--- config.mk ---
export PLATFORM = sky130hd
export DESIGN_NAME = timed_search_motion_sequencer_core
export DESIGN_NICKNAME = d
export VERILOG_FILES = /design/src/hw/rtl/tsms_pkg.sv /design/src/hw/rtl/tsms_event.sv /design/src/hw/rtl/tsms_pattern.sv /design/src/hw/rtl/timed_search_motion_sequencer_core.sv
export SDC_FILE = /design/constraint.sdc
export NUM_CORES = 1
export LEC_CHECK = 0
export ABC_AREA = 0
export BUFFER_PORTS_ARGS = -buffer_cell sky130_fd_sc_hd__buf_2
export CORE_ASPECT_RATIO = 0.7
export CORE_MARGIN = 2
export CORE_UTILIZATION = 30
export CTS_CLUSTER_DIAMETER = 120
export DETAILED_ROUTE_END_ITERATION = 8
export SLEW_MARGIN = 20
export SYNTH_ARGS = -nofsm -noshare
export SYNTH_HDL_FRONTEND = slang
export SYNTH_HIERARCHICAL = 1
export SYNTH_SLANG_ARGS = --single-unit
export TNS_END_PERCENT = 5
--- constraint.sdc ---
create_clock -name i_clk -period 14.28 [get_ports i_clk]
set_clock_uncertainty 0.15 [all_clocks]
set_input_delay 1.428 -clock i_clk [delete_from_list [all_inputs] [get_ports i_clk]]
set_output_delay 1.428 -clock i_clk [all_outputs]
set_load 0.005 [all_outputs]
--- src/hw/rtl/tsms_pkg.sv ---
// ----------------------------------------------------------------------------
// tsms_pkg
// Types, codes and timing constants shared by the timed search motion
// sequencer.
// ----------------------------------------------------------------------------
package tsms_pkg;

    // input transaction kinds
    localparam logic [1:0] KIND_TICK     = 2'd0;
    localparam logic [1:0] KIND_MARKER   = 2'd1;
    localparam logic [1:0] KIND_OBSTACLE = 2'd2;

    // configuration register indexes
    localparam logic [1:0] CFG_SPIN_FIRST    = 2'd0;
    localparam logic [1:0] CFG_FORWARD_TICKS = 2'd1;
    localparam logic [1:0] CFG_SKEW_MODE     = 2'd2;

    // internal pattern phase codes
    localparam logic [1:0] PH_FWD = 2'd0;
    localparam logic [1:0] PH_A   = 2'd1;
    localparam logic [1:0] PH_B   = 2'd2;
    localparam logic [1:0] PH_C   = 2'd3;

    // reported phase codes
    localparam logic [2:0] OUT_SPIN = 3'd0;
    localparam logic [2:0] OUT_FWD  = 3'd1;
    localparam logic [2:0] OUT_A    = 3'd2;
    localparam logic [2:0] OUT_B    = 3'd3;
    localparam logic [2:0] OUT_C    = 3'd4;

    // skew codes
    localparam logic [1:0] SKEW_RIGHT = 2'b01;
    localparam logic [1:0] SKEW_LEFT  = 2'b11;

    // durations in 50 ms ticks, velocities in thousandths
    localparam logic [31:0] SPIN_TICKS       = 32'd130;
    localparam logic [31:0] TURN_A_TICKS     = 32'd70;
    localparam logic [31:0] TURN_B_TICKS     = 32'd140;
    localparam logic [31:0] TURN_C_TICKS     = 32'd70;
    localparam logic [4:0]  SKEW_EXTRA_TICKS = 5'd20;
    localparam logic [2:0]  CLEAR_RUN_LEN    = 3'd6;
    localparam logic [10:0] LIN_MILLI        = 11'd650;
    localparam logic signed [11:0] ANG_MILLI = 12'sd1000;
    localparam logic [15:0] FORWARD_RESET    = 16'd80;
    localparam logic [7:0]  LEGS_MAX         = 8'd255;

    typedef struct packed {
        logic [1:0]        kind;
        logic signed [7:0] msg_value;
    } t_in;

    typedef struct packed {
        logic [10:0]        linear_milli;
        logic signed [11:0] angular_milli;
        logic [2:0]         phase;
        logic [7:0]         cycle_count;
    } t_out;

    typedef struct packed {
        logic        spin_first;
        logic [15:0] forward_ticks;
        logic [1:0]  skew_mode;
    } t_cfg;

    typedef struct packed {
        logic marker_seen;
        logic obstacle_flag;
    } t_flags;

    typedef struct packed {
        logic [31:0] tick_time;
        logic [31:0] deadline;
        logic [1:0]  pattern_phase;
        logic [1:0]  saved_phase;
        logic        timing_started;
        logic        spin_finished;
        logic [7:0]  legs_done;
        logic        pausing;
    } t_state;

endpackage

--- src/hw/rtl/tsms_event.sv ---
// ----------------------------------------------------------------------------
// tsms_event
// Marker and obstacle message filter; obstacle clears after a run of six
// zero messages.
// ----------------------------------------------------------------------------
module tsms_event (
    input  logic             i_clk,
    input  logic             i_rst_n,
    input  logic             i_take,
    input  tsms_pkg::t_in    i_item,
    output tsms_pkg::t_flags o_flags
);

    logic       r_marker;
    logic       r_obstacle;
    logic [2:0] r_clear_run;
    logic       n_marker;
    logic       n_obstacle;
    logic [2:0] n_clear_run;
    logic [2:0] w_run_inc;

    assign w_run_inc = r_clear_run + 3'd1;

    always_comb begin
        n_marker    = r_marker;
        n_obstacle  = r_obstacle;
        n_clear_run = r_clear_run;
        if (i_item.kind == tsms_pkg::KIND_MARKER) begin
            n_marker = (i_item.msg_value == 8'sd1);
        end else if (i_item.kind == tsms_pkg::KIND_OBSTACLE) begin
            if (i_item.msg_value != 8'sd0) begin
                n_obstacle  = 1'b1;
                n_clear_run = 3'd0;
            end else if (r_obstacle) begin
                if (w_run_inc >= tsms_pkg::CLEAR_RUN_LEN) begin
                    n_obstacle  = 1'b0;
                    n_clear_run = 3'd0;
                end else begin
                    n_clear_run = w_run_inc;
                end
            end
        end
    end

    always_ff @(posedge i_clk) begin
        if (!i_rst_n) begin
            r_marker    <= 1'b0;
            r_obstacle  <= 1'b0;
            r_clear_run <= 3'd0;
        end else if (i_take) begin
            r_marker    <= n_marker;
            r_obstacle  <= n_obstacle;
            r_clear_run <= n_clear_run;
        end
    end

    assign o_flags.marker_seen   = r_marker;
    assign o_flags.obstacle_flag = r_obstacle;

endmodule

--- src/hw/rtl/tsms_pattern.sv ---
// ----------------------------------------------------------------------------
// tsms_pattern
// Tick logic: pause and resume, spin phase, search pattern phases,
// deadlines and the velocity command.
// ----------------------------------------------------------------------------
module tsms_pattern (
    input  tsms_pkg::t_state i_state,
    input  tsms_pkg::t_cfg   i_cfg,
    input  tsms_pkg::t_flags i_flags,
    output tsms_pkg::t_state o_state,
    output logic             o_emit,
    output tsms_pkg::t_out   o_cmd
);

    logic [31:0]        w_tick;
    logic [31:0]        w_diff;
    logic               w_reached;
    logic               w_right;
    logic               w_skewed;
    logic signed [11:0] w_side;
    logic [12:0]        w_extra;
    logic [1:0]         w_phase;
    logic               w_started;
    logic [31:0]        w_fwd_dl;

    assign w_tick    = i_state.tick_time + 32'd1;
    assign w_diff    = w_tick - i_state.deadline;
    assign w_reached = !w_diff[31];
    assign w_right   = (i_cfg.skew_mode == tsms_pkg::SKEW_RIGHT);
    assign w_skewed  = w_right || (i_cfg.skew_mode == tsms_pkg::SKEW_LEFT);
    assign w_side    = w_right ? -tsms_pkg::ANG_MILLI : tsms_pkg::ANG_MILLI;
    assign w_extra   = w_skewed ? (13'(i_state.legs_done) * 13'(tsms_pkg::SKEW_EXTRA_TICKS))
                                : 13'd0;
    assign w_fwd_dl  = w_tick + {16'd0, i_cfg.forward_ticks};
    // a resume restores the saved phase and restarts forward timing
    assign w_phase   = i_state.pausing ? i_state.saved_phase : i_state.pattern_phase;
    assign w_started = i_state.pausing ? 1'b0 : i_state.timing_started;

    always_comb begin
        o_state           = i_state;
        o_state.tick_time = w_tick;
        o_emit            = 1'b0;
        o_cmd             = '0;
        if (i_flags.marker_seen) begin
            o_emit = 1'b0;
        end else if (i_flags.obstacle_flag) begin
            if (!i_state.pausing) begin
                o_state.pausing     = 1'b1;
                o_state.saved_phase = i_state.pattern_phase;
            end
        end else begin
            o_emit                 = 1'b1;
            o_state.pausing        = 1'b0;
            o_state.pattern_phase  = w_phase;
            o_state.timing_started = w_started;
            if (i_cfg.spin_first && !i_state.spin_finished) begin
                o_cmd.angular_milli = tsms_pkg::ANG_MILLI;
                o_cmd.phase         = tsms_pkg::OUT_SPIN;
                if (w_reached) begin
                    o_state.spin_finished  = 1'b1;
                    o_state.timing_started = 1'b0;
                end
            end else if (!w_started) begin
                o_state.pattern_phase  = tsms_pkg::PH_FWD;
                o_state.deadline       = w_fwd_dl;
                o_state.timing_started = 1'b1;
                o_cmd.linear_milli     = tsms_pkg::LIN_MILLI;
                o_cmd.phase            = tsms_pkg::OUT_FWD;
            end else begin
                unique case (w_phase)
                    tsms_pkg::PH_A: begin
                        o_cmd.angular_milli = w_side;
                        o_cmd.phase         = tsms_pkg::OUT_A;
                        if (w_reached) begin
                            o_state.pattern_phase = tsms_pkg::PH_B;
                            o_state.deadline      = w_tick + tsms_pkg::TURN_B_TICKS;
                        end
                    end
                    tsms_pkg::PH_B: begin
                        o_cmd.angular_milli = -w_side;
                        o_cmd.phase         = tsms_pkg::OUT_B;
                        if (w_reached) begin
                            o_state.pattern_phase = tsms_pkg::PH_C;
                            o_state.deadline      = w_tick + tsms_pkg::TURN_C_TICKS
                                                  + {19'd0, w_extra};
                        end
                    end
                    tsms_pkg::PH_C: begin
                        o_cmd.angular_milli = w_side;
                        o_cmd.phase         = tsms_pkg::OUT_C;
                        if (w_reached) begin
                            o_state.pattern_phase = tsms_pkg::PH_FWD;
                            o_state.deadline      = w_fwd_dl;
                        end
                    end
                    default: begin
                        o_cmd.linear_milli = tsms_pkg::LIN_MILLI;
                        o_cmd.phase        = tsms_pkg::OUT_FWD;
                        if (w_reached) begin
                            if (i_state.legs_done < tsms_pkg::LEGS_MAX) begin
                                o_state.legs_done = i_state.legs_done + 8'd1;
                            end
                            o_state.pattern_phase = tsms_pkg::PH_A;
                            o_state.deadline      = w_tick + tsms_pkg::TURN_A_TICKS;
                        end
                    end
                endcase
            end
        end
        o_cmd.cycle_count = o_state.legs_done;
    end

endmodule

--- src/hw/rtl/timed_search_motion_sequencer_core.sv ---
// ----------------------------------------------------------------------------
// timed_search_motion_sequencer_core
// Search pattern sequencer: spin, forward, three turns, driven by 50 ms
// ticks and paused by marker and obstacle messages.
// ----------------------------------------------------------------------------
//
//  channel  | direction | handshake            | payload
//  ---------+-----------+----------------------+------------------------------
//  in       | sink      | i_in_valid/o_in_stall | t_in  (kind, msg_value)
//  out      | source    | o_out_valid/i_out_stall| t_out (lin, ang, phase, count)
//  cfg      | sink      | i_cfg_we             | index + 16-bit write data
//
// Each transaction is captured in an input register, processed by
// combinational logic and, for an emitting tick, written to the result
// register: one transaction per cycle while the result is not stalled.
// The input register drains whenever the result register is empty or being
// taken, so a stalled result holds one further transaction at most.
// Synchronous active-low reset clears all sequencing state and both valids;
// configuration returns to spin_first 0, forward_ticks 80, skew_mode 0.
// Marker and obstacle transactions update filter state without result.
// ----------------------------------------------------------------------------
module timed_search_motion_sequencer_core (
    input  logic           i_clk,
    input  logic           i_rst_n,
    input  logic           i_in_valid,
    output logic           o_in_stall,
    input  tsms_pkg::t_in  i_in_data,
    output logic           o_out_valid,
    input  logic           i_out_stall,
    output tsms_pkg::t_out o_out_data,
    input  logic           i_cfg_we,
    input  logic [1:0]     i_cfg_index,
    input  logic [15:0]    i_cfg_wdata
);

    tsms_pkg::t_cfg   r_cfg;
    logic             r_in_valid;
    tsms_pkg::t_in    r_in_data;
    logic             r_out_valid;
    tsms_pkg::t_out   r_out_data;
    tsms_pkg::t_state r_state;
    tsms_pkg::t_state n_state;
    tsms_pkg::t_flags w_flags;
    tsms_pkg::t_out   w_cmd;
    logic             w_emit;
    logic             w_advance;
    logic             w_is_tick;

    // advance the held transaction when the result slot is free or draining
    assign w_advance  = r_in_valid && (!r_out_valid || !i_out_stall);
    assign w_is_tick  = (r_in_data.kind == tsms_pkg::KIND_TICK);
    assign o_in_stall = r_in_valid && !w_advance;

    // configuration registers
    always_ff @(posedge i_clk) begin
        if (!i_rst_n) begin
            r_cfg.spin_first    <= 1'b0;
            r_cfg.forward_ticks <= tsms_pkg::FORWARD_RESET;
            r_cfg.skew_mode     <= 2'b00;
        end else if (i_cfg_we) begin
            unique case (i_cfg_index)
                tsms_pkg::CFG_SPIN_FIRST:    r_cfg.spin_first    <= i_cfg_wdata[0];
                tsms_pkg::CFG_FORWARD_TICKS: r_cfg.forward_ticks <= i_cfg_wdata;
                tsms_pkg::CFG_SKEW_MODE:     r_cfg.skew_mode     <= i_cfg_wdata[1:0];
                default: ; // drop writes beyond the register list
            endcase
        end
    end

    // input register
    always_ff @(posedge i_clk) begin
        if (!i_rst_n) begin
            r_in_valid <= 1'b0;
        end else if (i_in_valid && !o_in_stall) begin
            r_in_valid <= 1'b1;
        end else if (w_advance) begin
            r_in_valid <= 1'b0;
        end
    end

    always_ff @(posedge i_clk) begin
        if (i_in_valid && !o_in_stall) begin
            r_in_data <= i_in_data;
        end
    end

    // message filter updates on marker and obstacle transactions
    tsms_event u_event (
        .i_clk   (i_clk),
        .i_rst_n (i_rst_n),
        .i_take  (w_advance),
        .i_item  (r_in_data),
        .o_flags (w_flags)
    );

    tsms_pattern u_pattern (
        .i_state (r_state),
        .i_cfg   (r_cfg),
        .i_flags (w_flags),
        .o_state (n_state),
        .o_emit  (w_emit),
        .o_cmd   (w_cmd)
    );

    // sequencing state moves only on ticks
    always_ff @(posedge i_clk) begin
        if (!i_rst_n) begin
            r_state.tick_time      <= 32'd0;
            r_state.deadline       <= tsms_pkg::SPIN_TICKS;
            r_state.pattern_phase  <= tsms_pkg::PH_FWD;
            r_state.saved_phase    <= tsms_pkg::PH_FWD;
            r_state.timing_started <= 1'b0;
            r_state.spin_finished  <= 1'b0;
            r_state.legs_done      <= 8'd0;
            r_state.pausing        <= 1'b0;
        end else if (w_advance && w_is_tick) begin
            r_state <= n_state;
        end
    end

    // result register
    always_ff @(posedge i_clk) begin
        if (!i_rst_n) begin
            r_out_valid <= 1'b0;
        end else if (w_advance) begin
            r_out_valid <= w_is_tick && w_emit;
        end else if (!i_out_stall) begin
            r_out_valid <= 1'b0;
        end
    end

    always_ff @(posedge i_clk) begin
        if (w_advance) begin
            r_out_data <= w_cmd;
        end
    end

    assign o_out_valid = r_out_valid;
    assign o_out_data  = r_out_data;

endmodule

## Word level (Yosys, flattened, before mapping)

Cells that the tools add are included.

| cells by class | value |
|---|---|
| mux-type cells | 40 |
| $add $sub $neg | 9 |
| bitwise gates (word level) | 6 |
| reductions and logical operators | 34 |
| order comparisons | 2 |
| equal/unequal tests | 12 |
| $mul | 1 |

Operator list:

| kind | number |
|---|---|
| 34-bit two-way mux | 5 |
| 34-bit case mux with 3 select lines | 1 |
| 8-bit two-way mux | 6 |
| 32-bit by 1-bit adder with 32-bit output (second input constant) | 1 |
| 32-bit by 13-bit adder with 32-bit output | 1 |
| 32-bit by 16-bit adder with 32-bit output | 1 |
| 32-bit by 7-bit adder with 32-bit output (second input constant) | 1 |
| 32-bit by 8-bit adder with 32-bit output (second input constant) | 1 |
| 32-bit subtractor | 1 |
| 10-bit two-way mux | 3 |
| 13-bit two-way mux | 2 |
| 12-bit case mux with 2 select lines | 1 |
| 1-bit two-way mux | 12 |
| 12-bit two-way mux | 1 |
| 3-bit two-way mux | 4 |
| 12-bit negation | 1 |
| 8-bit by 3-bit multiplier with 11-bit output (second input constant) | 1 |
| 2-bit equality test (second input constant) | 5 |
| 2-bit AND reduction | 5 |
| 5-bit AND reduction | 2 |
| 9-bit two-way mux | 1 |
| 3-bit case mux with 3 select lines | 1 |
| 3-bit AND reduction | 3 |
| 8-bit by 1-bit adder with 8-bit output (second input constant) | 1 |
| other kinds (19) | 43 |

| word-level totals | value |
|---|---|
| flip-flop bits (word level) | 149 |
| input port bits | 33 |
| output and inout port bits | 36 |

## Longest topological paths before layout

| depth | value |
|---|---|
| word-level depth | 8 |
| mapped depth | 23 |

## By module

Netlist, hierarchy kept.

By module, submodules not included:

| module | cells each | times used | area each (um^2) |
|---|---|---|---|
| tsms_pattern | 1308 | 1 | 8405.6 |
| timed_search_motion_sequencer_core | 480 | 1 | 5268.8 |
| tsms_event | 40 | 1 | 327.8 |

## Least setup slack after synthesis

No wires, ideal clock.

| path | value |
|---|---|
| path type | flip-flop to flip-flop |
| start | register r_state[53] (netlist bit) |
| end | register r_state[2] (netlist bit) |
| cell stages (with the launch flop) | 23 |
| library setup time | 0.121 ns |
| buffers on the path | 4 |
| path slack | 9.102 ns |
| clock period less this slack | 5.178 ns |
| arrival | 4.907 ns |
| cells stage by stage | dfxtp_1 > buf_2 > nand4_2 > clkbuf_1 > or4_1 > or3_1 > and2_1 > inv_1 > ha_1 > a211oi_1 > o211ai_1 > o221ai_1 > o211ai_1 > a2111oi_2 > xor2_1 > clkbuf_1 > nand2_1 > nor2_1 > o21a_1 > mux2_2 > buf_4 > nand2_1 > mux2i_1 |

RTL lines:

| element | RTL line | text |
|---|---|---|
| start: declaration | timed_search_motion_sequencer_core.sv:41 | `tsms_pkg::t_state r_state;` |
| start signal: assignment | timed_search_motion_sequencer_core.sv:117 | `r_state <= n_state;` |

==> results summary <==
The run finished with clean final reports. After synthesis the cells add up to 14000 um2. The maximum buffer depth of the clock tree came out at 2. The layout cell share with drive strength beyond 1 is a little under 9%. The sink count of the clock tree is 149.

The number of buffers inserted during clock tree synthesis came out at 17. The count of instances resized after the clock tree is built is 0. The worst setup path is of the flop to flop kind.

The detailed router's first-iteration violation count is 1810. The number of hold-repair buffers added at the cts stage came out at 0. In this run the clock root is driven by a clkbuf_16. The maximum fanout count along the critical path is 40.

The final number of hold-violating endpoints is 0. Derived from the worst setup path, the maximum achievable clock frequency is between 0.1 and 0.15 GHz. The worst register-to-register path ends at r_state[23]. The required time at the worst-slack endpoint came out at between 10 and 15 ns.

The arrival time of data at the critical path endpoint came out at between 8 and 9 ns. The CTS H-tree depth came out at 4. The wire length of the first global-routing pass is approximately 76000 um. The setup violation total in the final timing report came out at 0.

The startpoint of the lowest-slack hold path is r_cfg[7]. The proportion of netlist area held by the largest area contributor is between 15 and 20%. Setup repair after global routing left no endpoint under its margin. The number of antenna violations at the first check in global routing is 0. For this run, the post-layout net count is 1941. The leakage power summed over all cells is 0.00541 uW. TritonCTS built the clock tree. The most common library cell in the layout ignoring fill and taps is nand2_1. The setup slack on the worst flop-to-flop path is 6.40 ns. The number of buffers inserted by port buffering is 68. The clock latency reported for the late side of the worst-skew pair is 0.45 ns. After technology mapping, the gate count stands at 1828. The number of post-CTS setup repair buffers came out at 0. The count of pins on the block boundary came out at 69. Summed over all failing endpoints, the final setup total negative slack is 0 ns.

By area the synthesized netlist is led by dfxtp_1, edfxtp_1, nand2_1, ha_1, mux2i_1. The die footprint came out at 48400 um2. At the placement stage, the worst setup path has a slack of about 6.8 ns. The minimum period implied by the final worst setup slack is 7.88 ns. The wire length reported by the detailed router came out at ~50000 um.

The clock-pin slew reported for the worst setup and hold paths after clock tree synthesis came out at approximately 0.07 ns. The share of the Yosys chip area taken by registers is 24.4%. In the routed layout, each cell is associated on average with a via count of 5.67.

The number of global-route vias before repair came out at ~13000. The post-layout instance area came out at about 15000 um2. The number of distinct library cell variants in the gate-level netlist after synthesis came out at between 100 and 150. Across the run, the number of max-cap violations was 0. The number of antenna diodes in the final layout is 0. The remaining routing DRC violations is 0. The average wire per standard cell is 20.5 um. The count of flip-flops with a built-in enable after synthesis came out at between 40 and 50. STA classifies the critical path endpoint as a flop.

Detailed routing inserted a total of between 10000 and 15000 vias. At the end of routability-driven placement, the weighted congestion stood at around 0.93. The number of routed nets with antenna violations is 0. The number of flip-flops and latches in the synthesized netlist came out at about 150. The largest net degree at the start of global routing came out at just under 70. The remaining global-route overflow came out at 0. The startpoint identified for the worst register-to-register timing path is r_state[47].

The total global-route track usage is 20.1%. The power per standard cell area is around 65 nW/um2. The largest area contributor in the synthesized netlist is dfxtp_1.

Hold is met by between 0.3 and 0.4 ns. Headroom to the max-slew limit came out at between 20 and 30%. The end point of the most critical hold path is r_cfg[7].

Yosys printed 6 warnings. The top cell types in the final layout, fill and taps aside, are nand2_1, o21ai_0, dfxtp_1. The total count of max-transition violations in the final report came out at 0.

The post-placement cell area is approximately 15000 um2. The part of the cycle the worst path needs came out at 55.2%. The estimated wirelength of the detail-placed design came out at approximately 38000 um. The length in cells of the worst reg-to-reg path is 20. The x dimension of the die is between 200 and 300 um. The maximum ir drop on the vdd rail is 0.0651 mV. The effective utilization at floorplan is between 30% and 40%. Measured along the y axis, the die boundary spans ~180 um. The iteration count of the initial detailed-routing pass came out at 6. The final worst slack came out at ~6.4 ns. The total area inside the core boundary comes to about 46000 um2. The area growth from synthesis to layout is 8.89%. In the synthesized netlist the dominant register cell turns out to be dfxtp_1. STA classifies the critical path startpoint as a flop. The share of async-settable or async-resettable flops after synthesis came out at 0%. The actual transition at the worst max-transition pin is roughly 1.1 ns. The number of stages on the worst hold path is 2.

The min-delay analysis places its worst path in the category flop to flop. The mean cell area of the mapped netlist is ~7.7 um2. The floorplan has 66 rows.
==> layout make-up <==
type / instances / area, um2
Fill cell: 4937 / 31000
Tap cell: 612 / 766
Sequential cell: 149 / 3420
Multi-Input combinational cell: 1459 / 9600
Clock inverter: 14 / 128
Inverter: 105 / 394
Timing Repair Buffer: 90 / 508
Clock buffer: 18 / 429
==> sequential cells by signal (all words and copies together) (netlist names) <==
register and flops:
r_cfg 19, u_event/r_obstacle 1, r_state 79, o_out_valid 1
r_in_valid 1, o_out_data 34, u_event/r_marker 1, u_event/r_clear_run 3
r_in_data 10
==> metal layers <==
| layer | vias up | GRT usage, % | share of wire (%) |
|---|---|---|---|
| met5 | - | 0 | 0 |
| met4 | 0 | 4.39 | 1.4 |
| met3 | 54 | 4.33 | 8.7 |
| met2 | 664 | 29.0 | 41 |
| met1 | 6619 | 30.3 | 49 |
| li1 | 6546 | - | - |
==> logic make-up (layout without fill, tap and decap cells) <==
group / Yosys count / after routing / synth area share [%]
compound gates: 463 / 463 / 21.7
xor+xnor: 117 / 117 / 7.43
fa+ha+maj: 86 / 86 / 7.85
buf+inv: 229 / 227 / 7.59
flops: 149 / 149 / 24.4
mux: 88 / 88 / 6.30
other cells: 1 / 10 / 0.0268
simple gates: 695 / 695 / 24.7
==> worst max path at each step <==
stage                            from           to  slack [ns]  depth (start not counted)
after floorplan           r_state[53]   r_state[2]        9.10                         22
after global placement    r_state[47]  r_state[44]        7.14                         20
after global routing      r_state[47]   r_state[5]        6.14                         20
after CTS                 r_state[47]  r_state[23]        6.74                         20
after detailed placement  r_state[47]  r_state[44]        6.77                         21
final                     r_state[47]  r_state[23]        6.40                         20
==> worst max-delay path, cell delays in order, from the launching register on <==
cell and delay, ns:
dfxtp_1 0.53, ha_1 0.57, nand3_1 0.45, nor4_1 1.00, and2_1 0.26, xnor2_1 0.32, clkinv_1 0.49, ha_1 0.34
a211oi_1 0.17, o211ai_1 0.12, o221ai_1 0.24, o211ai_1 0.16, a2111oi_2 0.80, xnor2_4 0.49, a21oi_1 0.75, buf_4 0.30
nor2_1 0.05, a21oi_1 0.12, a21boi_0 0.20, nand2_1 0.07, mux2i_1 0.15
==> synth_stat cells, types with 10 or more instances <==
library cell / n
nor3_1: 22
mux2i_1: 87
nor2b_1: 27
buf_2: 26
a21boi_0: 22
clkbuf_1: 53
nand4_1: 34
a22oi_1: 11
a21o_1: 21
and3_1: 16
inv_1: 100
buf_4: 38
edfxtp_1: 44
or3_1: 10
nand3_1: 46
ha_1: 83
a31oi_1: 27
o21a_1: 11
a21oi_1: 102
or4_1: 12
o22ai_1: 18
nand2b_1: 15
a211oi_1: 10
dfxtp_1: 105
nor4_1: 27
nand2_1: 326
o211ai_1: 21
o31ai_1: 13
and2_1: 18
o21ai_0: 115
xor2_1: 27
nor2_1: 88
xnor2_1: 88
==> stage by stage <==
step           utilization, %  total power [uW]  instances
5_1_grt                  33.0              1020       2447
2_1_floorplan               -               515       1837
3_5_place_dp             31.8               541       2415
4_1_cts                  33.0               997       2447
6_report                 33.0               987       2447
3_3_place_gp             31.8               539       2415
==> power by group <==
part | total (uW) | internal, uW | switching [uW]
clock | 454 | 241 | 214
combinational | 82.6 | 29.3 | 53.3
sequential | 451 | 445 | 5.73
total | 987 | 715 | 273
Power figures use the tool's default switching activity.
